`src/rtl/core/dual_channel_period_frequency_meter_defines.svh`:
```
// ----------------------------------------------------------------------------
// Dual-channel period/frequency meter - assertion macros
// Shared concurrent assertion wrappers clocked on aclk.
// ----------------------------------------------------------------------------
`ifndef DUAL_CHANNEL_PERIOD_FREQUENCY_METER_DEFINES_SVH
`define DUAL_CHANNEL_PERIOD_FREQUENCY_METER_DEFINES_SVH

// Check outside of reset only.
`define DCPFM_ASSERT(label, prop, msg) \
    label: assert property (@(posedge aclk) disable iff (!aresetn) prop) else $error(msg);

// Check at every edge, reset included.
`define DCPFM_ASSERT_ALWAYS(label, prop, msg) \
    label: assert property (@(posedge aclk) prop) else $error(msg);

`endif

```
`src/rtl/core/dcpfm_pkg.sv`:
```
// ----------------------------------------------------------------------------
// Dual-channel period/frequency meter - package
// Shared types and constants for the meter modules.
// ----------------------------------------------------------------------------
package dcpfm_pkg;

    localparam int DATA_W  = 32;
    localparam int FREQ_W  = 40;
    localparam int CFG_IDX_W = 8;

    localparam logic [FREQ_W-1:0] FREQ_MAX = {FREQ_W{1'b1}};

    // Configuration register indexes
    localparam logic [CFG_IDX_W-1:0] REG_TICK_RATE   = 8'd0;
    localparam logic [CFG_IDX_W-1:0] REG_COUNTER_TOP = 8'd1;

    localparam logic [DATA_W-1:0] TICK_RATE_RESET   = 32'd1000000;
    localparam logic [DATA_W-1:0] COUNTER_TOP_RESET = 32'hFFFF_FFFF;

    // Job queue between front and divider
    localparam int JOB_QUEUE_DEPTH = 2;
    localparam int JOB_PTR_W       = 1;
    localparam int JOB_CNT_W       = 2;

    typedef struct packed {
        logic              channel;
        logic [DATA_W-1:0] period;
        logic [DATA_W-1:0] pulse_total;
    } dcpfm_job_t;

    typedef enum logic [1:0] {
        DIV_IDLE,
        DIV_RUN,
        DIV_HOLD
    } dcpfm_div_state_t;

endpackage

```
`src/rtl/core/dcpfm_front.sv`:
```
// ----------------------------------------------------------------------------
// Dual-channel period/frequency meter - front end
// Accepts capture events, keeps per-channel state, forms the period job.
// ----------------------------------------------------------------------------
module dcpfm_front
    import dcpfm_pkg::*;
#(
    parameter int CAPTURE_WIDTH = 32
) (
    input  logic              aclk,
    input  logic              aresetn,
    input  logic              in_valid,
    output logic              in_ready,
    input  logic              in_channel,
    input  logic [DATA_W-1:0] in_capture,
    input  logic [DATA_W-1:0] counter_top,
    output logic              job_valid,
    input  logic              job_ready,
    output dcpfm_job_t        job
);

    logic [DATA_W-1:0] last_reg  [2];
    logic [DATA_W-1:0] count_reg [2];

    logic [DATA_W-1:0] now;
    logic [DATA_W-1:0] last;
    logic [DATA_W-1:0] period;
    logic [DATA_W-1:0] count_next;
    logic              take;

    assign now  = DATA_W'(in_capture[CAPTURE_WIDTH-1:0]);
    assign last = last_reg[in_channel];

    // Allow for one wrap of the timer at counter_top
    assign period = (now >= last) ? (now - last)
                                  : ((counter_top - last) + now + DATA_W'(1));

    assign count_next = count_reg[in_channel] + DATA_W'(1);

    assign in_ready  = job_ready;
    assign job_valid = in_valid;
    assign take      = in_valid & job_ready;

    assign job.channel     = in_channel;
    assign job.period      = period;
    assign job.pulse_total = count_next;

    always_ff @(posedge aclk) begin
        if (!aresetn) begin
            last_reg[0]  <= '0;
            last_reg[1]  <= '0;
            count_reg[0] <= '0;
            count_reg[1] <= '0;
        end else if (take) begin
            last_reg[in_channel]  <= now;
            count_reg[in_channel] <= count_next;
        end
    end

endmodule

```
`src/rtl/core/dcpfm_queue.sv`:
```
// ----------------------------------------------------------------------------
// Dual-channel period/frequency meter - job queue
// Short FIFO that decouples the front end from the divider.
// ----------------------------------------------------------------------------
`include "dual_channel_period_frequency_meter_defines.svh"

module dcpfm_queue
    import dcpfm_pkg::*;
(
    input  logic       aclk,
    input  logic       aresetn,
    input  logic       in_valid,
    output logic       in_ready,
    input  dcpfm_job_t in_job,
    output logic       out_valid,
    input  logic       out_ready,
    output dcpfm_job_t out_job
);

    dcpfm_job_t           slot_reg [JOB_QUEUE_DEPTH];
    logic [JOB_PTR_W-1:0] wr_ptr_reg;
    logic [JOB_PTR_W-1:0] rd_ptr_reg;
    logic [JOB_CNT_W-1:0] count_reg;
    logic [JOB_CNT_W-1:0] count_next;
    logic                 push;
    logic                 pop;

    assign in_ready  = (count_reg != JOB_CNT_W'(JOB_QUEUE_DEPTH));
    assign out_valid = (count_reg != '0);
    assign out_job   = slot_reg[rd_ptr_reg];
    assign push      = in_valid & in_ready;
    assign pop       = out_valid & out_ready;

    always_comb begin
        count_next = count_reg;
        if (push && !pop) begin
            count_next = count_reg + JOB_CNT_W'(1);
        end else if (pop && !push) begin
            count_next = count_reg - JOB_CNT_W'(1);
        end
    end

    always_ff @(posedge aclk) begin
        if (!aresetn) begin
            wr_ptr_reg <= '0;
            rd_ptr_reg <= '0;
            count_reg  <= '0;
        end else begin
            count_reg <= count_next;
            if (push) begin
                wr_ptr_reg <= wr_ptr_reg + JOB_PTR_W'(1);
            end
            if (pop) begin
                rd_ptr_reg <= rd_ptr_reg + JOB_PTR_W'(1);
            end
        end
    end

    always_ff @(posedge aclk) begin
        if (push) begin
            slot_reg[wr_ptr_reg] <= in_job;
        end
    end

    `DCPFM_ASSERT(a_q_no_overfill, count_reg <= JOB_CNT_W'(JOB_QUEUE_DEPTH), "job queue overfilled")
    `DCPFM_ASSERT(a_q_push_fills, (push && !pop) |=> count_reg != '0, "pushed job lost")
    `DCPFM_ASSERT_ALWAYS(a_q_reset_empty, !aresetn |=> count_reg == '0, "queue not empty after reset")

endmodule

```
`src/rtl/core/dcpfm_div.sv`:
```
// ----------------------------------------------------------------------------
// Dual-channel period/frequency meter - back end
// Bit-serial restoring divider for tick rate over period, with result register.
// ----------------------------------------------------------------------------
`include "dual_channel_period_frequency_meter_defines.svh"

module dcpfm_div
    import dcpfm_pkg::*;
#(
    parameter int FRACTION_BITS = 8
) (
    input  logic              aclk,
    input  logic              aresetn,
    input  logic [DATA_W-1:0] tick_rate,
    input  logic              job_valid,
    output logic              job_ready,
    input  dcpfm_job_t        job,
    output logic              out_valid,
    input  logic              out_ready,
    output dcpfm_job_t        out_job,
    output logic [FREQ_W-1:0] out_frequency
);

    localparam int DW = DATA_W + FRACTION_BITS;
    localparam int CW = $clog2(DW + 1);

    dcpfm_div_state_t  state_reg, state_next;
    logic [CW-1:0]     cnt_reg;
    logic [DW-1:0]     num_reg;
    logic [DATA_W-1:0] rem_reg;
    dcpfm_job_t        job_reg;

    logic              out_valid_reg, out_valid_next;
    dcpfm_job_t        out_job_reg;
    logic [FREQ_W-1:0] out_freq_reg;

    logic [DATA_W:0]   shifted;
    logic [DATA_W:0]   diff;
    logic              fits;
    logic [DATA_W-1:0] rem_step;
    logic [DW-1:0]     num_step;
    logic              out_free;
    logic              load_job;
    logic              do_step;
    logic              load_from_step;
    logic              load_from_hold;

    function automatic logic [FREQ_W-1:0] freq_of(input logic [DW-1:0] q,
                                                  input logic [DATA_W-1:0] p);
        logic sat;
        sat = (DW > FREQ_W) && ((q >> FREQ_W) != '0);
        if (p == '0) begin
            return '0;
        end else if (sat) begin
            return FREQ_MAX;
        end else begin
            return FREQ_W'(q);
        end
    endfunction

    // One quotient bit per cycle
    assign shifted  = {rem_reg, num_reg[DW-1]};
    assign fits     = (shifted >= {1'b0, job_reg.period});
    assign diff     = shifted - {1'b0, job_reg.period};
    assign rem_step = fits ? diff[DATA_W-1:0] : shifted[DATA_W-1:0];
    assign num_step = {num_reg[DW-2:0], fits};

    assign out_free = !out_valid_reg | out_ready;

    always_comb begin
        state_next     = state_reg;
        job_ready      = 1'b0;
        load_job       = 1'b0;
        do_step        = 1'b0;
        load_from_step = 1'b0;
        load_from_hold = 1'b0;
        case (state_reg)
            DIV_IDLE: begin
                job_ready = 1'b1;
                if (job_valid) begin
                    load_job   = 1'b1;
                    state_next = DIV_RUN;
                end
            end
            DIV_RUN: begin
                do_step = 1'b1;
                if (cnt_reg == CW'(1)) begin
                    if (out_free) begin
                        load_from_step = 1'b1;
                        state_next     = DIV_IDLE;
                    end else begin
                        state_next = DIV_HOLD;
                    end
                end
            end
            DIV_HOLD: begin
                if (out_free) begin
                    load_from_hold = 1'b1;
                    state_next     = DIV_IDLE;
                end
            end
            default: begin
                state_next = DIV_IDLE;
            end
        endcase
    end

    always_comb begin
        out_valid_next = out_valid_reg;
        if (load_from_step || load_from_hold) begin
            out_valid_next = 1'b1;
        end else if (out_valid_reg && out_ready) begin
            out_valid_next = 1'b0;
        end
    end

    always_ff @(posedge aclk) begin
        if (!aresetn) begin
            state_reg     <= DIV_IDLE;
            out_valid_reg <= 1'b0;
        end else begin
            state_reg     <= state_next;
            out_valid_reg <= out_valid_next;
        end
    end

    always_ff @(posedge aclk) begin
        if (load_job) begin
            job_reg <= job;
            num_reg <= DW'(tick_rate) << FRACTION_BITS;
            rem_reg <= '0;
            cnt_reg <= CW'(DW);
        end else if (do_step) begin
            num_reg <= num_step;
            rem_reg <= rem_step;
            cnt_reg <= cnt_reg - CW'(1);
        end
        if (load_from_step) begin
            out_job_reg  <= job_reg;
            out_freq_reg <= freq_of(num_step, job_reg.period);
        end else if (load_from_hold) begin
            out_job_reg  <= job_reg;
            out_freq_reg <= freq_of(num_reg, job_reg.period);
        end
    end

    assign out_valid     = out_valid_reg;
    assign out_job       = out_job_reg;
    assign out_frequency = out_freq_reg;

    `DCPFM_ASSERT(a_div_rem_bound, (state_reg == DIV_RUN && job_reg.period != '0) |-> rem_reg < job_reg.period, "partial remainder out of range")
    `DCPFM_ASSERT(a_div_hold_busy, state_reg == DIV_HOLD |-> out_valid_reg, "holding with free result register")
    `DCPFM_ASSERT(a_div_start, load_job |=> state_reg == DIV_RUN && cnt_reg == CW'(DW), "division did not start")
    `DCPFM_ASSERT_ALWAYS(a_div_reset_out, !aresetn |=> !out_valid_reg, "result valid after reset")

endmodule

```
`src/rtl/core/dual_channel_period_frequency_meter.sv`:
```
// ----------------------------------------------------------------------------
// Dual-channel period/frequency meter - top level
// Input-capture period, pulse count and reciprocal frequency for two encoders.
// ----------------------------------------------------------------------------
// Each input transaction is one capture event: tuser selects the channel
// (0 left, 1 right) and tdata carries the latched timer value, of which the
// low CAPTURE_WIDTH bits count. For every event exactly one result
// transaction comes out carrying the period in ticks since the previous edge
// on that channel (one counter wrap at counter_top allowed), the channel's
// running pulse count, and tick_rate_hz / period as unsigned fixed point with
// FRACTION_BITS fraction bits (zero for a zero period, saturated at 40 bits).
// The front end takes an event per cycle, while the queue has room, into a
// two-entry job queue; the bit-serial restoring divider picks up one job
// when idle, forms its 32 + FRACTION_BITS quotient bits serially and waits
// while the result register is full, so it takes no new job before the last
// is done and sets the throughput. The queue, divider and result register
// hold up to four events. Write tick_rate_hz (index 0) and counter_top
// (index 1) only while no event is in flight.
// ----------------------------------------------------------------------------
module dual_channel_period_frequency_meter
    import dcpfm_pkg::*;
#(
    parameter int CAPTURE_WIDTH = 32,
    parameter int FRACTION_BITS = 8
) (
    input  logic                 aclk,
    input  logic                 aresetn,

    // Capture events
    input  logic                 s_tvalid,
    output logic                 s_tready,
    input  logic [DATA_W-1:0]    s_tdata,     // [31:0] capture
    input  logic                 s_tuser,     // [0] channel

    // Results
    output logic                 m_tvalid,
    input  logic                 m_tready,
    output logic [103:0]         m_tdata,     // [31:0] period,
                                              // [63:32] pulse_total,
                                              // [103:64] frequency_q8
    output logic                 m_tuser,     // [0] out_channel

    // Configuration writes
    input  logic                 cfg_valid,
    output logic                 cfg_ready,
    input  logic [CFG_IDX_W-1:0] cfg_index,
    input  logic [DATA_W-1:0]    cfg_data
);

    logic [DATA_W-1:0] tick_rate_reg;
    logic [DATA_W-1:0] counter_top_reg;

    dcpfm_job_t        front_job;
    logic              front_valid;
    logic              front_ready;
    dcpfm_job_t        queue_job;
    logic              queue_valid;
    logic              queue_ready;
    dcpfm_job_t        result_job;
    logic [FREQ_W-1:0] result_freq;

    // Configuration is always accepted; unknown indexes are dropped.
    assign cfg_ready = 1'b1;

    always_ff @(posedge aclk) begin
        if (!aresetn) begin
            tick_rate_reg   <= TICK_RATE_RESET;
            counter_top_reg <= COUNTER_TOP_RESET;
        end else if (cfg_valid) begin
            case (cfg_index)
                REG_TICK_RATE:   tick_rate_reg   <= cfg_data;
                REG_COUNTER_TOP: counter_top_reg <= cfg_data;
                default: begin
                end
            endcase
        end
    end

    // Front end: per-channel last capture and pulse count, period formation
    dcpfm_front #(
        .CAPTURE_WIDTH (CAPTURE_WIDTH)
    ) u_front (
        .aclk        (aclk),
        .aresetn     (aresetn),
        .in_valid    (s_tvalid),
        .in_ready    (s_tready),
        .in_channel  (s_tuser),
        .in_capture  (s_tdata),
        .counter_top (counter_top_reg),
        .job_valid   (front_valid),
        .job_ready   (front_ready),
        .job         (front_job)
    );

    // Hold pending jobs so capture intake waits on the divider only when the queue is full
    dcpfm_queue u_queue (
        .aclk      (aclk),
        .aresetn   (aresetn),
        .in_valid  (front_valid),
        .in_ready  (front_ready),
        .in_job    (front_job),
        .out_valid (queue_valid),
        .out_ready (queue_ready),
        .out_job   (queue_job)
    );

    // Back end: serial divide and result register
    dcpfm_div #(
        .FRACTION_BITS (FRACTION_BITS)
    ) u_div (
        .aclk          (aclk),
        .aresetn       (aresetn),
        .tick_rate     (tick_rate_reg),
        .job_valid     (queue_valid),
        .job_ready     (queue_ready),
        .job           (queue_job),
        .out_valid     (m_tvalid),
        .out_ready     (m_tready),
        .out_job       (result_job),
        .out_frequency (result_freq)
    );

    // Pack the result transaction, first field lowest
    assign m_tuser = result_job.channel;
    assign m_tdata = {result_freq, result_job.pulse_total, result_job.period};

endmodule

```
`config.mk`:
```
export PLATFORM = sky130hd
export DESIGN_NAME = dual_channel_period_frequency_meter
export DESIGN_NICKNAME = d
export VERILOG_FILES = /design/src/rtl/core/dcpfm_pkg.sv /design/src/rtl/core/dcpfm_front.sv /design/src/rtl/core/dcpfm_queue.sv /design/src/rtl/core/dcpfm_div.sv /design/src/rtl/core/dual_channel_period_frequency_meter.sv
export VERILOG_INCLUDE_DIRS = /design/src /design/src/rtl/core
export SDC_FILE = /design/constraint.sdc
export NUM_CORES = 1
export LEC_CHECK = 0
export ABC_AREA = 1
export BUFFER_PORTS_ARGS = -buffer_cell sky130_fd_sc_hd__buf_2
export CORE_MARGIN = 2
export CORE_UTILIZATION = 45
export CTS_BUF_LIST = sky130_fd_sc_hd__clkbuf_8
export DETAILED_ROUTE_END_ITERATION = 6
export PLACE_DENSITY = 0.69
export SYNTH_ARGS = -nofsm -noshare
export SYNTH_HDL_FRONTEND = slang
export SYNTH_SLANG_ARGS = --single-unit
```
`constraint.sdc`:
```
create_clock -name aclk -period 24.6 [get_ports aclk]
set_input_delay 4.92 -clock aclk [delete_from_list [all_inputs] [get_ports aclk]]
set_output_delay 4.92 -clock aclk [all_outputs]
set_load 0.02 [all_outputs]
```
==> results.md, run 1 <==
Route:
- The number of remaining DRC errors is 0.
- The ratio of routed vias to standard cells is 5.01.
- The number of iterations in the first detailed-routing pass is 5.
- The total via count after detailed routing is 24000.
- The iteration-0 DRC count of the detailed router is 1744.
- The remaining antenna violation count is 0.
- After detailed routing, the average wire length per cell comes to 16.8 um.
- The aggregate routed wire length is 80800 um.

Clock tree:
- For this design, the sink count on the clock tree is 577.
- The number of buffers inserted by hold repair at cts is 0.
- The buffer count from post-CTS setup fixing is 0.
- The later pin in the worst-skew pair is clocked with a latency of 710 ps.
- The worst-case clock buffer depth is 3.
- The tree is rooted in a clkbuf_8.
- The quantity of gates resized following cts is 0.
- The number of buffers inserted during clock tree synthesis is 94.
- Clock-pin slew was measured on the worst setup and hold paths at 60 ps.
- The CTS tree is done.
- The total number of H-tree levels is 3.

Run:
- The max-cap check violation count is 0.

STA:
- The number of pins with negative max-slew slack in the final report was 0.
- Counting I/O delays and the setup requirement, the final critical path takes 8870 ps.
- The maximum achievable frequency is 113 MHz.
- The worst path meets setup with 15730 ps of slack.
- At the pin with the least slew margin, the transition time is 1100 ps.
- Between clock sinks in the finished design, the worst skew comes to 48.3 ps.
- The number of failing hold endpoints at the final stage is 0.
- Of the available clock period, the critical path in the final layout requires 0.361.
- Setup repair after global routing left no endpoint under its margin.
- The tightest hold margin is 386 ps.
- The worst slew slack as a fraction of its limit is 0.265.
- Setup violations remaining at the end of the flow were counted as 0.
- Summed over all failing endpoints, the final setup total negative slack is 0 ps.

Power:
- Of the total power, combinational logic draws 0.338.
- Internal power comes to 2.08 mW.
- The analysis attributes to cell leakage a power of 15.8 nW.
- The ratio of total power to cell area is 97.1 mW/mm^2.
- The share of total power dissipated in the clock network is 0.238.
- Of the total power, registers draw 0.425.
- The switching power is 1.27 mW.
- The switching share of power is 0.379.
- The worst ir drop on vdd is 0.0562 mV.

Synth:
- After synthesis, the netlist uses 51 different library cells.
- The main combinational cell family by area after synthesis is simple AND/OR/NAND/NOR gates.
- The post-synth net total is 3848.
- Sorting the synthesized cells by how often they occur yields 1089 x nand2_1, 571 x inv_1, 460 x edfxtp_1.
- The most common cell in the synthesized netlist is nand2_1.
- The cell area after synthesis is 0.0309 mm^2.
- During synthesis, Yosys emitted a total of 0 warnings.
- The multiplexer share of the synthesized area is 0.000324.
- Of the total synthesized cell area, the portion taken by AND, OR, NAND and NOR gates is 0.236.
- In the synthesized netlist the dominant register cell turns out to be edfxtp_1.
- In this run, synthesis inferred 460 flip-flops with an integrated enable.
- By area the synthesized netlist is led by edfxtp_1 45%, nand2_1 13%, dfxtp_1 7.6%, inv_1 6.9%, nor2_1 4.1%.
- The share of the Yosys chip area taken by registers is 0.524.
- The share of synthesized area in the top cell type comes to 0.448.
- After technology mapping, the gate count stands at 3636.
- Of the total synthesized cell area, the portion taken by XOR and XNOR cells is 0.0189.
- Each instance of the synthesized netlist takes up on average 8.49 um^2.
- The fraction of registers with async set or reset after synthesis is 0.
- The compound-gate portion of the synthesized area is 0.0723.
- The synthesis-stage register bit count is 577.
- Of the total synthesized cell area, the portion taken by full adders, half adders and majority gates is 0.0624.
- The top cell type by total area after synthesis is edfxtp_1.

Global routing:
- The initial antenna violation count came to 1.
- Entering global routing, the biggest net connects 80 pins.
- Summed over all layers, the global routing overflow is 0.
- The wire length of the first global-routing pass is 125000 um.
- The via count of the first global-routing pass was 22600.
- The aggregate global-route resource usage is 0.228.

Cells and area:
- The fraction of final layout cells sized beyond drive strength 1 is 0.108.
- From synthesis to final layout, the design area changed by 11.6%.
- The flip-flop count of the largest register, all copies and words added is 130.
- At the end of the flow, the number of nets in the layout was 4048.

Placed design:
- The placement-stage worst setup slack is 15020 ps.
- The number of buffers inserted by port buffering is 184.
- The congestion estimate from routability-driven global placement came to 0.968.
- The wire-length estimate of the detail-placed layout is 61100 um.

Floorplan:
- The initial core utilization is 0.452.
- The standard cell core area is 0.0682 mm^2.
- In this run the vertical extent of the chip is 266 um.
- The floorplan step defined a die boundary enclosing 0.0707 mm^2.
- Row generation in the floorplan step produced 96 rows.
- The width of the die is 266 um.
- The I/O pin total is 186.

Worst setup path:
- STA puts the critical path data required time at 25020 ps.
- By startpoint and endpoint, the worst setup path is classified as primary input to flip-flop.
- The data arrival time at the worst-slack endpoint is 9290 ps.
- In this run the worst path has a maximum fanout of 78.
- STA classifies the critical path startpoint as a primary input.
- The capturing element type of the critical path is a flip-flop.

Outcome:
- The flow ran to the end, and the final reports show no timing, DRC or antenna violations.

Worst hold path:
- The class of the tightest hold or removal check is flip-flop to flip-flop.
==> area by class of cell <==
cell class                 instances  area (um^2)
antenna                            1         2.50
clock buffer                     102         1400
clock inverter                    71          404
fill                            6479        33800
inverter                         584         2190
multi-input combinational       2373        12100
sequential                       577        16200
tap                              882         1100
timing repair buffer             206         1090
==> logic make-up (layout without fill, tap and decap cells) <==
group / count (synthesis) / after routing
AOI/OAI and AO/OA: 409 / 409
xor gates and xnor gates: 64 / 64
adders and majority gates: 134 / 134
buffers and inverters: 686 / 963
DFF: 577 / 577
muxes: 1 / 1
other: 1 / 2
and+or+nand+nor: 1764 / 1764
==> metal layers <==
metal,up-vias,global-route usage,wire (um)
met4,0,0.0852,2460
li1,12100,-,-
met1,11100,0.329,38000
met2,684,0.351,35800
met5,-,0,0
met3,128,0.0295,4520
==> metrics by stage <==
stage / area (um^2) / std cells / total power [mW] / util
6_report: 34400 / 4796 / 3.34 / 0.505
5_1_grt: 34400 / 4796 / 3.57 / 0.505
4_1_cts: 34400 / 4795 / 3.36 / 0.505
3_5_place_dp: 32600 / 4622 / 2.55 / 0.478
3_3_place_gp: 32600 / 4622 / 2.54 / 0.478
2_1_floorplan: 30900 / 3636 / 2.22 / -
==> critical path, stage by stage <==
cell and delay [ps]:
buf_2 80, buf_4 640, inv_2 660, or2_2 470, o21ai_0 150, ha_1 280
nand2_1 120, nor2_1 250, nand2_1 80, inv_1 90, nand2_1 60, nand2_1 120
nand2_1 80, nand3_2 60, buf_4 410, inv_1 450, nand3_1 170, nand2_1 120
==> power by group through the flow <==
stage | registers (mW) | logic (mW) | clock network (mW)
final | 1.42 | 1.13 | 0.794
after global placement | 1.43 | 1.11 | 0
after global routing | 1.43 | 1.28 | 0.858
after CTS | 1.42 | 1.12 | 0.817
after detailed placement | 1.44 | 1.12 | 0
after floorplan | 1.40 | 0.816 | 0
==> cell usage in the layout, fill, tap and decap left out, types with 20 or more instances in the layout <==
cell type	Yosys	routed
edfxtp_1	460	460
nand3b_1	24	24
dfxtp_1	117	116
nand4_1	28	28
xor2_1	36	36
a21oi_1	122	122
buf_2	12	184
clkinv_1	0	20
fa_1	33	33
buf_4	7	22
or2_2	34	34
nor3_1	25	25
nand2_1	1089	1087
clkbuf_8	0	102
nor2_1	340	337
inv_1	571	598
xnor2_1	25	25
nand3_1	171	171
o211ai_1	31	31
ha_1	101	101
o21ai_0	208	208
==> final timing paths <==
check / from / endpoint / slack [ps] / depth (start not counted)
setup / recovery: s_tuser / u_queue.slot_reg[0][54] / 15730 / 18
hold reg to reg: u_div.job_reg[30] / u_div.out_job[30] / 390 / 0
hold / removal: u_div.job_reg[30] / u_div.out_job[30] / 390 / 0
setup reg to reg: u_div.job_reg[55] / u_div.rem_reg[27] / 20900 / 14
Note: power is estimated with default switching activity, not from simulation.
==> run 2, diff against run 1 <==
- ABC_AREA: 1 -> 0
- clock period: 24.6 -> 8.4 ns (I/O delays scaled with it)
==> run 2 against run 1 <==
Net effect:
- utilization increased by 0.77 points
- total power rose to 2.8 times the previous value
- synthesized cell count down 31%
- global-route usage is 1.6 points lower
- critical path depth down 3
- area after synthesis down 7.6%
- first-iteration DRC count down 20%
- final cell count fell by 24%
- register-to-register slack got worse by 16000 ps
- count of clock-buffer cells in the layout shrank 1
- clock skew shrank 11 ps
==> results.md, run 2 <==
Global routing:
- The maximum number of pins on one net before global-route repair is 78 (-2.5%).
- The via count of the first global-routing pass is 19400 (-14%).
- The aggregate global-route resource usage is 0.212 (-0.0158).
- The aggregate global routing overflow is 0 (unchanged).
- The initial antenna violation count was 6 (+5).
- The wire length of the first global-routing pass was 109000 um (-12%).

Route:
- The ratio of routed vias to standard cells was 5.39 (+7.6%).
- The remaining antenna violation count was 0 (unchanged).
- The number of remaining DRC errors came to 0 (unchanged).
- The aggregate routed wire length is 69800 um (-14%).
- The number of iterations in the first detailed-routing pass is 6 (+1).
- The iteration-0 DRC count of the detailed router came to 1393 (-20%).
- The total via count after detailed routing came to 19600 (-19%).
- The average wire per cell in the routed design was 19.2 um (+14%).

Clock tree:
- The number of buffers inserted by hold repair at cts is 0 (unchanged).
- The total number of H-tree levels is 3 (unchanged).
- The worst-case clock buffer depth is 3 (unchanged).
- The number of buffers inserted during clock tree synthesis came to 93 (-1.1%).
- The quantity of gates resized following cts is 0 (unchanged).
- The clock latency of the later-clocked register in the worst-skew pair is 700 ps (about the same).
- The CTS tree is done.
- The clock transition at the registers of the reported paths came to 60 ps (about the same).
- The buffer count from post-CTS setup fixing was 0 (unchanged).
- The count of clock tree sinks is 577 (unchanged).
- The clock tree root driver cell is clkbuf_8.

Worst setup path:
- STA classifies the critical path endpoint as a flip-flop.
- The worst endpoint required time is 8810 ps (-16210 ps).
- The critical path is of the primary input to flip-flop type.
- The worst register-to-register path begins at u_front.last_reg[1][2].
- The number of cells on the worst reg-to-reg path is 14 (unchanged).
- In this run the worst setup path begins at s_tuser.
- The flop-to-flop setup slack is 4410 ps (-16490 ps).
- The highest fanout seen on the critical path came to 32 (-59%).
- STA classifies the critical path startpoint as a primary input.
- The endpoint of the lowest-slack register-to-register path is u_queue.slot_reg[0][63].
- The data arrival time at the worst-slack endpoint is 5630 ps (-3660 ps).

Worst hold path:
- The endpoint of the worst hold path is u_div.out_job[4].
- In this run the worst hold path is classified as flip-flop to flip-flop.
- The worst hold path begins at u_div.job_reg[4].
- The cell depth of the worst min-delay path was 0 (unchanged).

Synth:
- The proportion of synthesized chip area in sequential cells is 0.567 (+0.0433).
- The largest total area in the synthesized netlist belongs to edfxtp_1.
- The post-synth net total was 2711 (-30%).
- In the synthesized netlist the dominant register cell turns out to be edfxtp_1.
- The area fraction of the dominant cell type after synthesis is 0.485 (+0.0370).
- By area the synthesized netlist is led by edfxtp_1 48%, dfxtp_1 8.2%, ha_1 4.4%, nand2_1 3.8%, inv_1 3.1%.
- The cell area after synthesis is 0.0285 mm^2 (-7.6%).
- The instance count of the mapped netlist is 2499 (-31%).
- The fraction of registers with async set or reset after synthesis was 0 (unchanged).
- The number of library cell types mapped by synthesis is 88 (+73%).
- The number of enable-type register cells in the synthesized netlist is 460 (unchanged).
- The total of warnings raised by yosys is 0 (unchanged).
- By count the netlist is led by 460 x edfxtp_1, 291 x nand2_1, 237 x inv_1.
- The synthesis-stage register bit count is 577 (unchanged).
- The mean area per synthesized cell is 11.4 um^2 (+34%).
- The most common cell in the synthesized netlist is edfxtp_1.

STA:
- The sum of negative setup slack is 0 ps (unchanged).
- The maximum achievable frequency is 191 MHz.
- The final clock skew is 37.6 ps (-10.7 ps).
- The smallest clock period supported by the final layout is computed as 5220 ps.
- Of the available clock period, the critical path in the final layout requires 0.622.
- The final number of setup-violating endpoints was 0 (unchanged).
- The number of failing hold endpoints at the final stage is 0 (unchanged).
- The actual transition at the worst max-transition pin came to 1210 ps (+111 ps).
- The number of pins with negative max-slew slack in the final report is 0 (unchanged).
- The worst slew slack as a fraction of its limit is 0.189 (-0.0754).
- Setup repair after global routing left no endpoint under its margin.

Cells and area:
- The multi-input combinational cell area is 0.0111 mm^2 (-8.4%).
- The most frequent standard cell in the layout excluding fill and tap cells is edfxtp_1.
- The fraction of final layout cells sized beyond drive strength 1 is 0.164 (+0.0554).
- The top cell types in the final layout, fill and taps aside, are 460 x edfxtp_1, 289 x nand2_1, 265 x inv_1.
- The net count of the finished layout is 2914 (-28%).
- The area growth from synthesis to layout is 13.0%.
- The area used by sequential logic in the layout was 0.0162 mm^2 (unchanged).
- The flip-flop count of the largest register, all copies and words added is 130 (unchanged).
- The number of fill cells in the layout is 5562 (-14%).
- The final design instance area without fill is 0.0322 mm^2 (-6.5%).

Floorplan:
- The die area was 0.0654 mm^2 (-7.5%).
- The standard cell core area is 0.0629 mm^2 (-7.9%).
- The site row count is 92 (-4.2%).
- The vertical die dimension came to 256 um (-3.8%).
- The initial core utilization was 0.453 (+0.00118).
- The width of the die is 256 um (-3.8%).
- The I/O pin total came to 186 (unchanged).

Placed design:
- The number of buffers inserted by port buffering was 184 (unchanged).
- The routability congestion estimate from global placement came to 0.926 (-4.3%).
- The post-placement cell area is 0.0303 mm^2 (-7.2%).
- The placed wire-length estimate after detailed placement came to 49800 um (-18%).

Power:
- The leakage power total is 13.1 nW (-17%).
- The worst ir drop on vdd is 0.156 mV (+180%).
- The ratio of total power to cell area is 288 mW/mm^2 (+200%).

Outcome:
- The flow ran to the end, and the final reports show no timing, DRC or antenna violations.

Run:
- The max-cap check violation count was 0 (unchanged).
[run 2: final cells by class]
class / instances / area share
multi-input combinational: 1584 / 0.344
clock inverter: 71 / 0.0163
inverter: 239 / 0.0279
tap: 846 / 0.0329
clock buffer: 101 / 0.0432
timing repair buffer: 207 / 0.0340
sequential: 577 / 0.502
antenna: 7 / 0.000544
[run 2: worst max-delay path, stage by stage]
cell,delay [ps]
buf_4,470
mux2i_1,350
inv_1,90
fa_1,480
inv_1,40
ha_1,320
o211ai_1,140
a21oi_1,190
nor4_1,80
o31ai_1,450
a21o_1,320
a31oi_1,140
o31ai_1,450
mux2i_1,270
nand4b_1,140
[run 2: where the power goes]
part,internal (mW),switching (mW),total [mW]
Clock,1.34,1.13,2.47
Combinational,1.01,1.63,2.64
Sequential,3.85,0.331,4.18
Total,6.19,3.10,9.29
[run 2: metal layers]
metal / vias up / share of wire / GRT usage
met2: 623 / 0.45 / 0.332
met3: 110 / 0.061 / 0.0328
met4: 0 / 0.027 / 0.0747
met5: - / 0 / 0
li1: 9301 / - / -
met1: 9538 / 0.46 / 0.301
[run 2: kinds of logic (layout without fill, tap and decap cells)]
logic type	Yosys count	after routing	synth area share
AND/OR/NAND/NOR	691	691	0.110
flip-flops	577	577	0.567
AO/OA/AOI/OAI	482	482	0.114
buffers and inverters	338	618	0.0468
multiplexers	153	153	0.0567
adder cells (fa/ha/maj)	134	134	0.0675
XOR/XNOR	123	123	0.0378
other	1	8	0.000132
[run 2: worst max path at each step]
stage	slack (ps)	cells after the start	end
finish	3180	15	u_queue.slot_reg[0][63]
global route	2910	12	u_queue.slot_reg[0][32]
CTS	3240	15	u_queue.slot_reg[0][63]
detailed placement	2510	15	u_queue.slot_reg[1][63]
global placement	2670	15	u_queue.slot_reg[0][63]
floorplan	1710	2	u_div.out_frequency[0]
[run 2: metrics by stage]
stage                     hold WS, ps  std cells  total power [mW]  setup slack [ps]  utilization
after floorplan                   400       2499              6.05              1710            -
after global routing              425       3631              9.81              2910        0.512
after global placement            406       3453              6.77              2670        0.482
after detailed placement          405       3453              6.84              2510        0.482
final                             414       3632              9.29              3180        0.513
after CTS                         418       3625              9.34              3240        0.512
